$ cat src/hdl/block_buffer_cache_lru_unit_assert.svh
// Assertion macros shared by the buffer cache modules
`ifndef BLOCK_BUFFER_CACHE_LRU_UNIT_ASSERT_SVH
`define BLOCK_BUFFER_CACHE_LRU_UNIT_ASSERT_SVH

// same-cycle implication, sampled on clk_i, off while rst_ni is low
`define BBC_ASSERT_NOW(label, ante, cons, msg) \
  label: assert property (@(posedge clk_i) disable iff (!rst_ni) (ante) |-> (cons)) \
    else $error(msg);

// next-cycle implication
`define BBC_ASSERT_NEXT(label, ante, cons, msg) \
  label: assert property (@(posedge clk_i) disable iff (!rst_ni) (ante) |=> (cons)) \
    else $error(msg);

`endif

$ cat src/hdl/bbc_pkg.sv
// Types, codes and sizes shared by the buffer cache modules
`default_nettype none

package bbc_pkg;

  localparam int NUM_BUFS = 8;
  localparam int SLOT_W   = (NUM_BUFS > 1) ? $clog2(NUM_BUFS) : 1;
  localparam int MAX_OUT  = 17;
  localparam int CNT_W    = $clog2(MAX_OUT + 1);

  // request codes
  localparam logic [2:0] REQ_LOOKUP  = 3'd0;
  localparam logic [2:0] REQ_RELEASE = 3'd1;
  localparam logic [2:0] REQ_ALLOC   = 3'd2;
  localparam logic [2:0] REQ_RDERR   = 3'd3;
  localparam logic [2:0] REQ_DROP    = 3'd4;
  localparam logic [2:0] REQ_SYNC    = 3'd5;

  // result command codes
  localparam logic [1:0] CMD_DONE  = 2'd0;
  localparam logic [1:0] CMD_WB    = 2'd1;
  localparam logic [1:0] CMD_READ  = 2'd2;
  localparam logic [1:0] CMD_FLUSH = 2'd3;

  // completion status codes
  localparam logic [1:0] ST_OK     = 2'd0;
  localparam logic [1:0] ST_NOFREE = 2'd1;
  localparam logic [1:0] ST_BUSY   = 2'd2;

  typedef logic [2:0] buf_slot_t;

  typedef struct packed {
    logic [2:0]  req_type;
    logic [15:0] dev;
    logic [15:0] blk;
    logic        rewrite;
    logic [2:0]  slot;
    logic [1:0]  dirty_mode;
  } req_t;

  typedef struct packed {
    logic [1:0]  cmd;
    logic [1:0]  status;
    buf_slot_t   buf_slot;
    logic [15:0] cmd_dev;
    logic [15:0] cmd_blk;
    logic        hit;
    logic        last;
  } res_t;

  typedef enum logic [1:0] {
    SEL_WB,
    SEL_READ,
    SEL_FLUSH,
    SEL_DONE
  } res_sel_e;

  typedef enum logic [2:0] {
    OP_NONE,
    OP_CLAIM,
    OP_RELEASE,
    OP_RDERR,
    OP_SCRUB
  } op_e;

  // controller -> datapath
  typedef struct packed {
    logic     load;
    logic     idx_inc;
    logic     vic_track;
    logic     hit_latch;
    logic     idx_to_vic;
    logic     emit;
    res_sel_e sel;
    op_e      op;
  } ctl_t;

  // datapath -> controller
  typedef struct packed {
    logic [2:0] req_type;
    logic       rewrite;
    logic       slot_ok;
    logic       match;
    logic       sweep_hit;
    logic       vic_wb;
    logic       rel_wb;
    logic       last_idx;
    logic       vic_found;
    logic       cap_ok;
    logic       out_free;
  } stat_t;

endpackage

`default_nettype wire

$ cat src/hdl/bbc_ctrl.sv
// Request sequencer for the buffer cache
`default_nettype none
`include "block_buffer_cache_lru_unit_assert.svh"

module bbc_ctrl (
  input  wire logic          clk_i,
  input  wire logic          rst_ni,
  input  wire logic          in_valid_i,
  output logic               in_ready_o,
  input  wire bbc_pkg::stat_t st_i,
  output bbc_pkg::ctl_t      ctl_o
);
  import bbc_pkg::*;

  localparam logic [3:0] S_IDLE   = 4'd0;
  localparam logic [3:0] S_DISP   = 4'd1;
  localparam logic [3:0] S_SCAN   = 4'd2;
  localparam logic [3:0] S_PICK   = 4'd3;
  localparam logic [3:0] S_VWB    = 4'd4;
  localparam logic [3:0] S_CLAIM  = 4'd5;
  localparam logic [3:0] S_READ   = 4'd6;
  localparam logic [3:0] S_REL    = 4'd7;
  localparam logic [3:0] S_RELUPD = 4'd8;
  localparam logic [3:0] S_RDERR  = 4'd9;
  localparam logic [3:0] S_SWEEP  = 4'd10;
  localparam logic [3:0] S_SWB    = 4'd11;
  localparam logic [3:0] S_SFL    = 4'd12;
  localparam logic [3:0] S_DONE   = 4'd13;

  logic [3:0] state_q, state_d;

  always_comb begin
    state_d    = state_q;
    in_ready_o = 1'b0;
    ctl_o      = '0;
    ctl_o.sel  = SEL_DONE;
    ctl_o.op   = OP_NONE;
    case (state_q)
      S_IDLE: begin
        in_ready_o = 1'b1;
        if (in_valid_i) begin
          ctl_o.load = 1'b1;
          state_d    = S_DISP;
        end
      end
      S_DISP: begin
        case (st_i.req_type)
          REQ_LOOKUP, REQ_ALLOC: state_d = S_SCAN;
          REQ_RELEASE:           state_d = st_i.slot_ok ? S_REL : S_DONE;
          REQ_RDERR:             state_d = st_i.slot_ok ? S_RDERR : S_DONE;
          REQ_DROP, REQ_SYNC:    state_d = S_SWEEP;
          default:               state_d = S_DONE;
        endcase
      end
      S_SCAN: begin
        if (st_i.match) begin
          ctl_o.hit_latch = 1'b1;
          state_d         = S_DONE;
        end else begin
          ctl_o.vic_track = 1'b1;
          if (st_i.last_idx) begin
            state_d = S_PICK;
          end else begin
            ctl_o.idx_inc = 1'b1;
          end
        end
      end
      S_PICK: begin
        if (st_i.vic_found) begin
          ctl_o.idx_to_vic = 1'b1;
          state_d          = S_VWB;
        end else begin
          state_d = S_DONE;
        end
      end
      S_VWB: begin
        if (st_i.vic_wb && st_i.cap_ok) begin
          ctl_o.emit = 1'b1;
          ctl_o.sel  = SEL_WB;
          if (st_i.out_free) state_d = S_CLAIM;
        end else begin
          state_d = S_CLAIM;
        end
      end
      S_CLAIM: begin
        ctl_o.op = OP_CLAIM;
        state_d  = (st_i.req_type == REQ_LOOKUP && !st_i.rewrite) ? S_READ : S_DONE;
      end
      S_READ: begin
        if (st_i.cap_ok) begin
          ctl_o.emit = 1'b1;
          ctl_o.sel  = SEL_READ;
          if (st_i.out_free) state_d = S_DONE;
        end else begin
          state_d = S_DONE;
        end
      end
      S_REL: begin
        if (st_i.rel_wb && st_i.cap_ok) begin
          ctl_o.emit = 1'b1;
          ctl_o.sel  = SEL_WB;
          if (st_i.out_free) state_d = S_RELUPD;
        end else begin
          state_d = S_RELUPD;
        end
      end
      S_RELUPD: begin
        ctl_o.op = OP_RELEASE;
        state_d  = S_DONE;
      end
      S_RDERR: begin
        ctl_o.op = OP_RDERR;
        state_d  = S_DONE;
      end
      S_SWEEP: begin
        if (st_i.sweep_hit) begin
          state_d = S_SWB;
        end else begin
          ctl_o.op = OP_SCRUB;
          if (st_i.last_idx) begin
            state_d = S_DONE;
          end else begin
            ctl_o.idx_inc = 1'b1;
          end
        end
      end
      S_SWB: begin
        if (st_i.cap_ok) begin
          ctl_o.emit = 1'b1;
          ctl_o.sel  = SEL_WB;
          if (st_i.out_free) state_d = S_SFL;
        end else begin
          state_d = S_SFL;
        end
      end
      S_SFL: begin
        if (st_i.cap_ok) begin
          ctl_o.emit = 1'b1;
          ctl_o.sel  = SEL_FLUSH;
        end
        if (!st_i.cap_ok || st_i.out_free) begin
          ctl_o.op = OP_SCRUB;
          if (st_i.last_idx) begin
            state_d = S_DONE;
          end else begin
            ctl_o.idx_inc = 1'b1;
            state_d       = S_SWEEP;
          end
        end
      end
      S_DONE: begin
        ctl_o.emit = 1'b1;
        ctl_o.sel  = SEL_DONE;
        if (st_i.out_free) state_d = S_IDLE;
      end
      default: state_d = S_IDLE;
    endcase
  end

  always_ff @(posedge clk_i or negedge rst_ni) begin
    if (!rst_ni) begin
      state_q <= S_IDLE;
    end else begin
      state_q <= state_d;
    end
  end

  `BBC_ASSERT_NOW(a_idle_no_emit, state_q == S_IDLE, !ctl_o.emit, "emit while idle")
  `BBC_ASSERT_NOW(a_no_idx_wrap, ctl_o.idx_inc, !st_i.last_idx, "slot index wraps")
  `BBC_ASSERT_NEXT(a_hit_to_done, state_q == S_SCAN && st_i.match, state_q == S_DONE,
    "hit did not go to completion")

endmodule

`default_nettype wire

$ cat src/hdl/bbc_dp.sv
// Slot tables, victim tracker and result register of the buffer cache
`default_nettype none
`include "block_buffer_cache_lru_unit_assert.svh"

module bbc_dp (
  input  wire logic          clk_i,
  input  wire logic          rst_ni,
  input  wire bbc_pkg::req_t in_req_i,
  input  wire bbc_pkg::ctl_t ctl_i,
  output bbc_pkg::stat_t     st_o,
  input  wire logic          out_ready_i,
  output logic               out_valid_o,
  output bbc_pkg::res_t      out_res_o
);
  import bbc_pkg::*;

  // per-slot state
  logic [NUM_BUFS-1:0] valid_q, valid_d, dirty_q, dirty_d, busy_q, busy_d;
  logic [15:0] dev_q [NUM_BUFS];
  logic [15:0] dev_d [NUM_BUFS];
  logic [15:0] blk_q [NUM_BUFS];
  logic [15:0] blk_d [NUM_BUFS];
  logic [15:0] stamp_q [NUM_BUFS];
  logic [15:0] stamp_d [NUM_BUFS];
  logic [15:0] clock_q, clock_d;

  // request context
  req_t              req_q, req_d;
  logic [SLOT_W-1:0] idx_q, idx_d, vic_idx_q, vic_idx_d;
  logic              vic_found_q, vic_found_d;
  logic [15:0]       best_q, best_d;
  logic              hit_q, hit_d, hit_busy_q, hit_busy_d;
  logic [CNT_W-1:0]  cnt_q, cnt_d;

  // result register
  logic out_valid_q, out_valid_d;
  res_t out_q, out_d, res;

  logic        cur_valid, cur_dirty, cur_busy;
  logic [15:0] cur_dev, cur_blk, cur_stamp, age, clock_inc;
  logic        out_free, fire, scrub_match, pick;

  assign cur_valid = valid_q[idx_q];
  assign cur_dirty = dirty_q[idx_q];
  assign cur_busy  = busy_q[idx_q];
  assign cur_dev   = dev_q[idx_q];
  assign cur_blk   = blk_q[idx_q];
  assign cur_stamp = stamp_q[idx_q];
  assign age       = clock_q - cur_stamp;
  assign clock_inc = clock_q + 16'd1;

  assign out_free = !out_valid_q || out_ready_i;
  assign fire     = ctl_i.emit && out_free;

  assign scrub_match = cur_valid && (req_q.req_type == REQ_SYNC || cur_dev == req_q.dev);
  assign pick        = !cur_busy && (!vic_found_q || age >= best_q);

  always_comb begin
    st_o.req_type  = req_q.req_type;
    st_o.rewrite   = req_q.rewrite;
    st_o.slot_ok   = int'(req_q.slot) < NUM_BUFS;
    st_o.match     = req_q.req_type == REQ_LOOKUP && cur_valid &&
                     cur_dev == req_q.dev && cur_blk == req_q.blk;
    st_o.sweep_hit = scrub_match && cur_dirty;
    st_o.vic_wb    = cur_valid && cur_dirty;
    st_o.rel_wb    = req_q.dirty_mode[1] && cur_valid;
    st_o.last_idx  = idx_q == SLOT_W'(NUM_BUFS - 1);
    st_o.vic_found = vic_found_q;
    st_o.cap_ok    = cnt_q < CNT_W'(MAX_OUT - 1);
    st_o.out_free  = out_free;
  end

  // request context next state
  always_comb begin
    req_d       = req_q;
    idx_d       = idx_q;
    vic_idx_d   = vic_idx_q;
    vic_found_d = vic_found_q;
    best_d      = best_q;
    hit_d       = hit_q;
    hit_busy_d  = hit_busy_q;
    cnt_d       = fire ? cnt_q + CNT_W'(1) : cnt_q;
    if (ctl_i.load) begin
      req_d       = in_req_i;
      idx_d       = (in_req_i.req_type == REQ_RELEASE || in_req_i.req_type == REQ_RDERR) ?
                    SLOT_W'(in_req_i.slot) : '0;
      vic_idx_d   = '0;
      vic_found_d = 1'b0;
      best_d      = '0;
      hit_d       = 1'b0;
      hit_busy_d  = 1'b0;
      cnt_d       = '0;
    end else begin
      if (ctl_i.vic_track && pick) begin
        vic_found_d = 1'b1;
        vic_idx_d   = idx_q;
        best_d      = age;
      end
      if (ctl_i.hit_latch) begin
        hit_d      = 1'b1;
        hit_busy_d = cur_busy;
      end
      if (ctl_i.idx_to_vic) begin
        idx_d = vic_idx_q;
      end else if (ctl_i.idx_inc) begin
        idx_d = idx_q + SLOT_W'(1);
      end
    end
  end

  // slot table next state, all writes at idx_q
  always_comb begin
    valid_d = valid_q;
    dirty_d = dirty_q;
    busy_d  = busy_q;
    dev_d   = dev_q;
    blk_d   = blk_q;
    stamp_d = stamp_q;
    clock_d = clock_q;
    if (ctl_i.hit_latch) busy_d[idx_q] = 1'b1;
    case (ctl_i.op)
      OP_CLAIM: begin
        busy_d[idx_q]  = 1'b1;
        dirty_d[idx_q] = 1'b0;
        if (req_q.req_type == REQ_LOOKUP) begin
          valid_d[idx_q] = 1'b1;
          dev_d[idx_q]   = req_q.dev;
          blk_d[idx_q]   = req_q.blk;
        end else begin
          valid_d[idx_q] = 1'b0;
          clock_d        = clock_inc;
          stamp_d[idx_q] = clock_inc;
        end
      end
      OP_RELEASE: begin
        // mode 1 marks dirty, modes 2 and 3 were written back already
        if (req_q.dirty_mode[1]) begin
          dirty_d[idx_q] = 1'b0;
        end else if (req_q.dirty_mode[0]) begin
          dirty_d[idx_q] = 1'b1;
        end
        busy_d[idx_q]  = 1'b0;
        clock_d        = clock_inc;
        stamp_d[idx_q] = clock_inc;
      end
      OP_RDERR: begin
        valid_d[idx_q] = 1'b0;
        dirty_d[idx_q] = 1'b0;
        busy_d[idx_q]  = 1'b0;
      end
      OP_SCRUB: begin
        if (scrub_match) begin
          dirty_d[idx_q] = 1'b0;
          if (req_q.req_type == REQ_DROP) valid_d[idx_q] = 1'b0;
        end
      end
      default: ;
    endcase
  end

  // result formatting
  always_comb begin
    res = '0;
    case (ctl_i.sel)
      SEL_WB: begin
        res.cmd      = CMD_WB;
        res.buf_slot = buf_slot_t'(idx_q);
        res.cmd_dev  = cur_dev;
        res.cmd_blk  = cur_blk;
      end
      SEL_READ: begin
        res.cmd      = CMD_READ;
        res.buf_slot = buf_slot_t'(idx_q);
        res.cmd_dev  = req_q.dev;
        res.cmd_blk  = req_q.blk;
      end
      SEL_FLUSH: begin
        res.cmd      = CMD_FLUSH;
        res.buf_slot = buf_slot_t'(idx_q);
        res.cmd_dev  = cur_dev;
      end
      default: begin
        res.cmd  = CMD_DONE;
        res.last = 1'b1;
        res.hit  = hit_q;
        if (hit_q) begin
          res.status = hit_busy_q ? ST_BUSY : ST_OK;
        end else if ((req_q.req_type == REQ_LOOKUP || req_q.req_type == REQ_ALLOC) &&
                     !vic_found_q) begin
          res.status = ST_NOFREE;
        end else begin
          res.status = ST_OK;
        end
        case (req_q.req_type)
          REQ_LOOKUP: begin
            res.buf_slot = (hit_q || vic_found_q) ? buf_slot_t'(idx_q) : '0;
            res.cmd_dev  = req_q.dev;
            res.cmd_blk  = req_q.blk;
          end
          REQ_ALLOC:            res.buf_slot = vic_found_q ? buf_slot_t'(idx_q) : '0;
          REQ_RELEASE, REQ_RDERR: res.buf_slot = req_q.slot;
          default:              res.buf_slot = '0;
        endcase
      end
    endcase
  end

  always_comb begin
    out_d       = fire ? res : out_q;
    out_valid_d = fire ? 1'b1 : (out_ready_i ? 1'b0 : out_valid_q);
  end

  assign out_valid_o = out_valid_q;
  assign out_res_o   = out_q;

  always_ff @(posedge clk_i or negedge rst_ni) begin
    if (!rst_ni) begin
      valid_q     <= '0;
      dirty_q     <= '0;
      busy_q      <= '0;
      for (int i = 0; i < NUM_BUFS; i++) begin
        dev_q[i]   <= '0;
        blk_q[i]   <= '0;
        stamp_q[i] <= '0;
      end
      clock_q     <= '0;
      req_q       <= '0;
      idx_q       <= '0;
      vic_idx_q   <= '0;
      vic_found_q <= 1'b0;
      best_q      <= '0;
      hit_q       <= 1'b0;
      hit_busy_q  <= 1'b0;
      cnt_q       <= '0;
      out_valid_q <= 1'b0;
      out_q       <= '0;
    end else begin
      valid_q     <= valid_d;
      dirty_q     <= dirty_d;
      busy_q      <= busy_d;
      dev_q       <= dev_d;
      blk_q       <= blk_d;
      stamp_q     <= stamp_d;
      clock_q     <= clock_d;
      req_q       <= req_d;
      idx_q       <= idx_d;
      vic_idx_q   <= vic_idx_d;
      vic_found_q <= vic_found_d;
      best_q      <= best_d;
      hit_q       <= hit_d;
      hit_busy_q  <= hit_busy_d;
      cnt_q       <= cnt_d;
      out_valid_q <= out_valid_d;
      out_q       <= out_d;
    end
  end

  `BBC_ASSERT_NEXT(a_clock_hold, !(ctl_i.op == OP_RELEASE || ctl_i.op == OP_CLAIM),
    $stable(clock_q), "stamp clock moved without release or claim")
  `BBC_ASSERT_NEXT(a_hit_locks, ctl_i.hit_latch, busy_q[$past(idx_q)],
    "hit slot not locked")
  `BBC_ASSERT_NOW(a_last_is_done, out_valid_q && out_q.last, out_q.cmd == CMD_DONE,
    "final beat is not a completion")

endmodule

`default_nettype wire

$ cat src/hdl/block_buffer_cache_lru_unit.sv
// Top level of the block buffer cache tag and replacement manager
`default_nettype none

// Tag and policy manager for a fully associative buffer cache of NUM_BUFS
// slots (bbc_pkg). Each request beat produces one or more result beats and
// always ends with a completion beat (cmd 0, last set); write back, read and
// flush commands come before it in the order the slots are visited. Requests
// are handled one at a time: the sequencer walks the slot table through a
// single entry read port, one slot per cycle, except while a sweep issues
// the write back and flush of a dirty slot. The victim is the unlocked slot
// with the largest 16-bit release age, the later slot winning ties. A new
// request beat is taken once the completion has been loaded into the result
// register, even while that beat still waits for out_ready_i. There is no
// clearing pass after reset: all slot state sits in flip-flops cleared by
// rst_ni.
module block_buffer_cache_lru_unit (
  input  wire logic          clk_i,
  input  wire logic          rst_ni,
  input  wire logic          in_valid_i,
  output logic               in_ready_o,
  input  wire bbc_pkg::req_t in_req_i,
  output logic               out_valid_o,
  input  wire logic          out_ready_i,
  output bbc_pkg::res_t      out_res_o
);
  import bbc_pkg::*;

  ctl_t  ctl;
  stat_t st;

  // sequencer: decides the walk order and when result beats go out
  bbc_ctrl u_ctrl (
    .clk_i      (clk_i),
    .rst_ni     (rst_ni),
    .in_valid_i (in_valid_i),
    .in_ready_o (in_ready_o),
    .st_i       (st),
    .ctl_o      (ctl)
  );

  // slot tables, victim tracking and result register
  bbc_dp u_dp (
    .clk_i       (clk_i),
    .rst_ni      (rst_ni),
    .in_req_i    (in_req_i),
    .ctl_i       (ctl),
    .st_o        (st),
    .out_ready_i (out_ready_i),
    .out_valid_o (out_valid_o),
    .out_res_o   (out_res_o)
  );

endmodule

`default_nettype wire

$ cat config.mk
export PLATFORM = sky130hd
export DESIGN_NAME = block_buffer_cache_lru_unit
export DESIGN_NICKNAME = d
export VERILOG_FILES = /design/src/hdl/bbc_pkg.sv /design/src/hdl/bbc_ctrl.sv /design/src/hdl/bbc_dp.sv /design/src/hdl/block_buffer_cache_lru_unit.sv
export VERILOG_INCLUDE_DIRS = /design/src /design/src/hdl
export SDC_FILE = /design/constraint.sdc
export NUM_CORES = 1
export LEC_CHECK = 0
export ABC_AREA = 1
export BUFFER_PORTS_ARGS = -buffer_cell sky130_fd_sc_hd__buf_4
export CAP_MARGIN = 20
export CORE_UTILIZATION = 60
export DETAILED_ROUTE_END_ITERATION = 12
export HOLD_SLACK_MARGIN = 0.15
export PLACE_DENSITY_LB_ADDON = 0.15
export SLEW_MARGIN = 10
export SYNTH_ARGS = -nofsm -noshare
export SYNTH_HDL_FRONTEND = slang
export SYNTH_SLANG_ARGS = --single-unit
$ cat constraint.sdc
create_clock -name clk_i -period 10.7 [get_ports clk_i]
set_input_delay 2.14 -clock clk_i [delete_from_list [all_inputs] [get_ports clk_i]]
set_output_delay 2.14 -clock clk_i [all_outputs]
set_load 0.03 [all_outputs]
Word-level counts from Yosys, hierarchy flattened
Index checks and enable logic that the tools add are counted.

Flip-flop bits (word level): 541. Input bits: 45. Logic and storage cells: 270.

Add/subtract/negate cells: 4. Magnitude comparators: 6. Eq/ne operators: 42. Mux-type cells: 107. Bitwise operators: 9. Reductions and logical operators: 52.

Operator list (count): bitwise mux 128 bit (3); one-hot mux 128 bit (2 select lines) (1); 2-to-1 mux 16 bit (10); binary-select mux 16 bit (select 3 bit) (3); 2-to-1 mux 128 bit (1); 2-to-1 mux 4 bit (17); 2-to-1 mux 8 bit (7); one-hot mux 4 bit (13 select lines) (1); demux 16 bit (select 3 bit) (1); 2-to-1 mux 3 bit (16); one-hot mux 16 bit (3 select lines) (1); one-hot mux 8 bit (3 select lines) (2); one-hot mux 19 bit (2 select lines) (1); equality test 16 bit (2); 2-to-1 mux 32 bit (1); bitwise OR 8 bit (4); one-hot mux 16 bit (2 select lines) (1); AND 8 bit (3); equality test 4 bit (second input constant) (6); 2-to-1 mux 1 bit (22); one-hot mux 3 bit (6 select lines) (1); adder 16 x 1 -> 16 bit (second input constant) (1); equality test 4 x 3 -> 1 bit (second input constant) (4); greater-or-equal comparator 16 bit (1); other kinds (45) (110).

Depth between registers and ports, before layout
Depth in word-level cells: 14. Mapped depth: 32. Mapped depth without buffers: 28.

Cells and area by module
Synthesis repeated with hierarchy kept, for this count alone.

Cell total of the unflattened synthesis: 3319. Area, all modules: 26568.0 um2.

Modules (own cells, without submodules): bbc_dp (times used 1, cells an instance 3173, area each 25808.5 um2, sequential area each 13437.9 um2); bbc_ctrl (times used 1, cells an instance 146, area each 759.5 um2, sequential area each 100.1 um2).

Worst setup path after synthesis
No wires, ideal clock.

Path type: reg-to-reg. From: register u_dp.idx_q[2]. To: register u_dp.best_q[10]. Library setup time: 77 ps. Arrival time: 4899 ps. Data required time: 10623 ps. Setup slack: 5724 ps. Stages on the path, launching flop included: 31. Path buffers: 6. Clock period less this slack: 4976 ps. Cell sequence: dfrtp_1 buf_4 inv_1 buf_2 nand2_1 nor2_2 buf_2 buf_1 buf_1 a22oi_1 nand4_1 inv_1 ha_1 nand3_1 nand2_1 a21oi_1 o21ai_0 nand2_1 o2bb2ai_1 o21ai_0 xor2_1 inv_1 ha_1 nand4_1 inv_1 a2111oi_0 nand4_1 nand4_1 buf_2 nand3_1 o21ai_1.

Cells in the longest elaborated chain, start to end: 11. Elaborated cells between the ends (all ways): 30. Those cells by class: add/sub (1); order compare (1); eq/ne (2); mux (17); bitwise (1); reduce/logical (8).

RTL lines: start, declared (RTL line bbc_dp.sv:29) `logic [SLOT_W-1:0] idx_q, idx_d, vic_idx_q, vic_idx_d;`; start signal, assigned (RTL line bbc_dp.sv:246) `idx_q <= idx_d;`; parallel branches: the longest is 11 deep, another holds subtractor 16 bit; end signal, assigned (RTL line bbc_dp.sv:249) `best_q <= best_d;`; end, declared (RTL line bbc_dp.sv:31) `logic [15:0] best_q, best_d;`.

Parallel ways; which one is timed is not known. The select of a mux whose other input is x is not followed. A chain may end at the register's enable or synchronous reset.

Final worst setup path
From: register u_dp.idx_q[0]. To: register u_dp.best_q[6].

Same word-level chain as after synthesis.

==> metrics.txt <==
Peak Freq=139 MHz; commonest non-fill, non-tap cell in the layout=nand2_1; clock-pin transition on the worst setup and hold timing paths=about 0.06 ns; syn avg cell area=7.72 µm²; sequential fraction of the synthesis area=50.2%; Cells after Synth=around 3.5k; Most Crowded Layer GR=met2; H-tree levels=2; # port buffers=87; routed len/inst=18.7 µm; antenna violations before repair=0; clock tree buffer depth=3; Detailed Routing Iterations Pass 1=6; commonest cells after routing, fill and taps aside=1115 x nand2_1, 540 x dfrtp_1, 525 x o21ai_0; setup TNS=0 ns; Ports=88; core area=0.0443 mm²; Pleak=14.3 nW; Final Hold Viols=0; period utilization=between 60 and 70%; skew final=~0.032 ns; via/cell ratio=5.82; number of global-route vias before repair=23.1k; max incr delay on CP=0.76 ns; Fill cells=3723; CTS resizes=0; minimum clock period=approximately 7.2 ns; delay-heaviest family, CP=buffers and inverters; register bit total from synthesis=541; Critical R2R Capture=u_dp.best_q[6]; Syn. warnings=0; M3 GR Usage=4.41%; Final Net Count=approximately 3.6k; area of the die=0.0458 mm²; WP buf/inv=7; worst vdd ir=0.000227 V; async set-reset flop share out of synthesis=between 90% and 100%; detailed placement HPWL=47800 µm; final wirelength=76900 µm; syn_nets=approximately 3.6k; hold path depth=2; status=complete, no violations; critical path's most frequent cell=nand2_1; DRT antenna net count=0; routing usage on met1=between 40 and 50%; gpl congestion=0.885; num rows=77; hold slack=0.474 ns; first-pass GRT wire length=123000 µm; maximum number of pins on one net before global-route repair=149; total grt overflow=0; post-synth cell types=50; GRT Overall Usage=33.7%; Max Cap Violations=0; worst-margin pin slew=1.12 ns; Final Max Tran Viols=0; cts hold-fix bufs=0; RSZ-0062 raised after global routing=no; Crit-path slowest cell=dfrtp_4; Die Ht=214 µm; root buffer cell=clkbuf_16; CP endpoint kind=flip-flop; EDFF count, synth=0; dpl cells=roughly 4k; M2 GR Usage=54.4%; Worst Path Required=11.20 ns; Initial Util=between 60% and 70%; r2r setup slk=3.49 ns; Final setup viols=0; CTS tree=done; Cell Pwr Density=a little over 300 mW/mm²; vias=23.9k; P&R area growth vs syn=10.1%; worst skew pair latency=~0.63 ns; min-delay src=u_dp.stamp_q[70]; Worst Reg-to-Reg Cells=26; Sink Count=541; setup bufs post-CTS=0; crit start category=flip-flop; Syn Std Cell Area=0.0270 mm²; drc violations=0; critical path class=reg2reg; Die X=214 µm; crit path DAT=7.71 ns; Hold WC Path Type=reg2reg; Slew Limit Headroom=25.5%; initial drt markers=2822; CP max FO=76; Worst R2R Start=u_dp.idx_q[0]; Num CTS Buffers=between 50 and 60; diodes inserted=0; Layout Cells excl Fill=4109; dominant synthesized flop cell=dfrtp_1; share of layout cells above drive strength 1=7.48%; WHS Endpoint=u_dp.stamp_q[70]
## stage by stage
stage	area (µm²)	utilization, %	power (mW)	worst slack (ns)
finish	29700	67.1	9.09	3.49
CTS	29700	67.1	9.04	3.55
detailed placement	27800	62.8	7.01	3.60
global placement	27800	62.8	6.89	3.78
floorplan	27000	-	5.81	5.72
global route	29700	67.1	9.69	2.81
## where the power goes
part / switching [mW] / total (mW) / internal (mW)
clock: 0.834 / 2.01 / 1.17
combinational: 2.81 / 4.02 / 1.21
sequential: 0.408 / 3.06 / 2.65
total: 4.05 / 9.09 / 5.04
## kinds of logic after synthesis
group / share of synthesized area [%]
AND/OR/NAND/NOR: 22.5
multiplexers: 0.0371
flip-flops: 50.2
XOR/XNOR: 1.14
AO/OA/AOI/OAI: 16.0
buffers and inverters: 8.28
adder cells (fa/ha/maj): 1.88
## cells in the mapped netlist (11+ instances only)
cell / number / area [µm²]
nor3_1: 31 / 155
o21ai_1: 31 / 155
nand4_1: 21 / 131
buf_1: 11 / 41.3
inv_1: 339 / 1270
ha_1: 39 / 488
inv_2: 12 / 45.0
a22oi_1: 17 / 128
dfrtp_1: 541 / 13500
nor2_1: 174 / 653
o22ai_1: 44 / 275
clkbuf_1: 150 / 563
a21oi_1: 119 / 596
buf_2: 32 / 160
a221oi_1: 17 / 149
nand3_1: 130 / 651
o21ai_0: 525 / 2630
nand2_1: 1124 / 4220
xor2_1: 31 / 272
## worst register-to-register path, stage by stage (launching register included)
cell and delay, ns:
dfrtp_4 0.76, buf_4 0.76, nand2_1 0.56, inv_2 0.67, a22oi_1 0.15, o2111ai_1 0.16, inv_1 0.08, ha_1 0.35
a21oi_1 0.14, nand2_1 0.11, a21oi_1 0.34, o21ai_0 0.21, nand2_1 0.11, o2bb2ai_1 0.15, o21ai_0 0.13, xor2_1 0.19
inv_1 0.06, ha_1 0.30, nand4_1 0.13, inv_1 0.05, a2111oi_0 0.40, nand4_1 0.17, nand4_1 0.46, buf_4 0.34
inv_2 0.14, nand2_1 0.09, nand2_1 0.06
## worst max-delay path by stage
stage | startpoint | end | depth (start not counted)
finish | u_dp.idx_q[0] | u_dp.best_q[6] | 26
floorplan | u_dp.idx_q[2] | u_dp.best_q[10] | 30
global placement | u_dp.idx_q[0] | u_dp.best_q[7] | 26
global route | u_dp.idx_q[0] | u_dp.best_q[7] | 26
CTS | u_dp.idx_q[0] | u_dp.best_q[6] | 26
detailed placement | u_dp.idx_q[0] | u_dp.best_q[1] | 26
## layer usage
| metal | routed length (µm) | vias up |
|---|---|---|
| met5 | 0 | - |
| met4 | 3140 | 0 |
| met3 | 5390 | 214 |
| met2 | 36200 | 1081 |
| met1 | 32200 | 11428 |
| li1 | - | 11189 |
## flip-flops by register name, indices dropped and copies added (netlist names), 3 cells and up, named ones only
register        cells
u_dp.stamp_q      128
u_dp.best_q        16
u_dp.req_q         37
u_dp.st_o           4
u_dp.idx_q          3
u_dp.cnt_q          5
u_dp.out_res_o     41
u_ctrl.state_q      4
u_dp.clock_q       16
u_dp.vic_idx_q      3
u_dp.dev_q        128
u_dp.blk_q        128
## final cells by class
type	count	area, µm²	share of cell area, %
inverters	355	1330	4.48
multi-input cells	2389	11200	37.8
flip-flops and latches	541	13500	45.6
repair buffers	126	978	3.29
clock buffers	92	1690	5.68
clock inverters	14	193	0.648
well taps	592	741	2.49
Power figures use the tool's default switching activity.
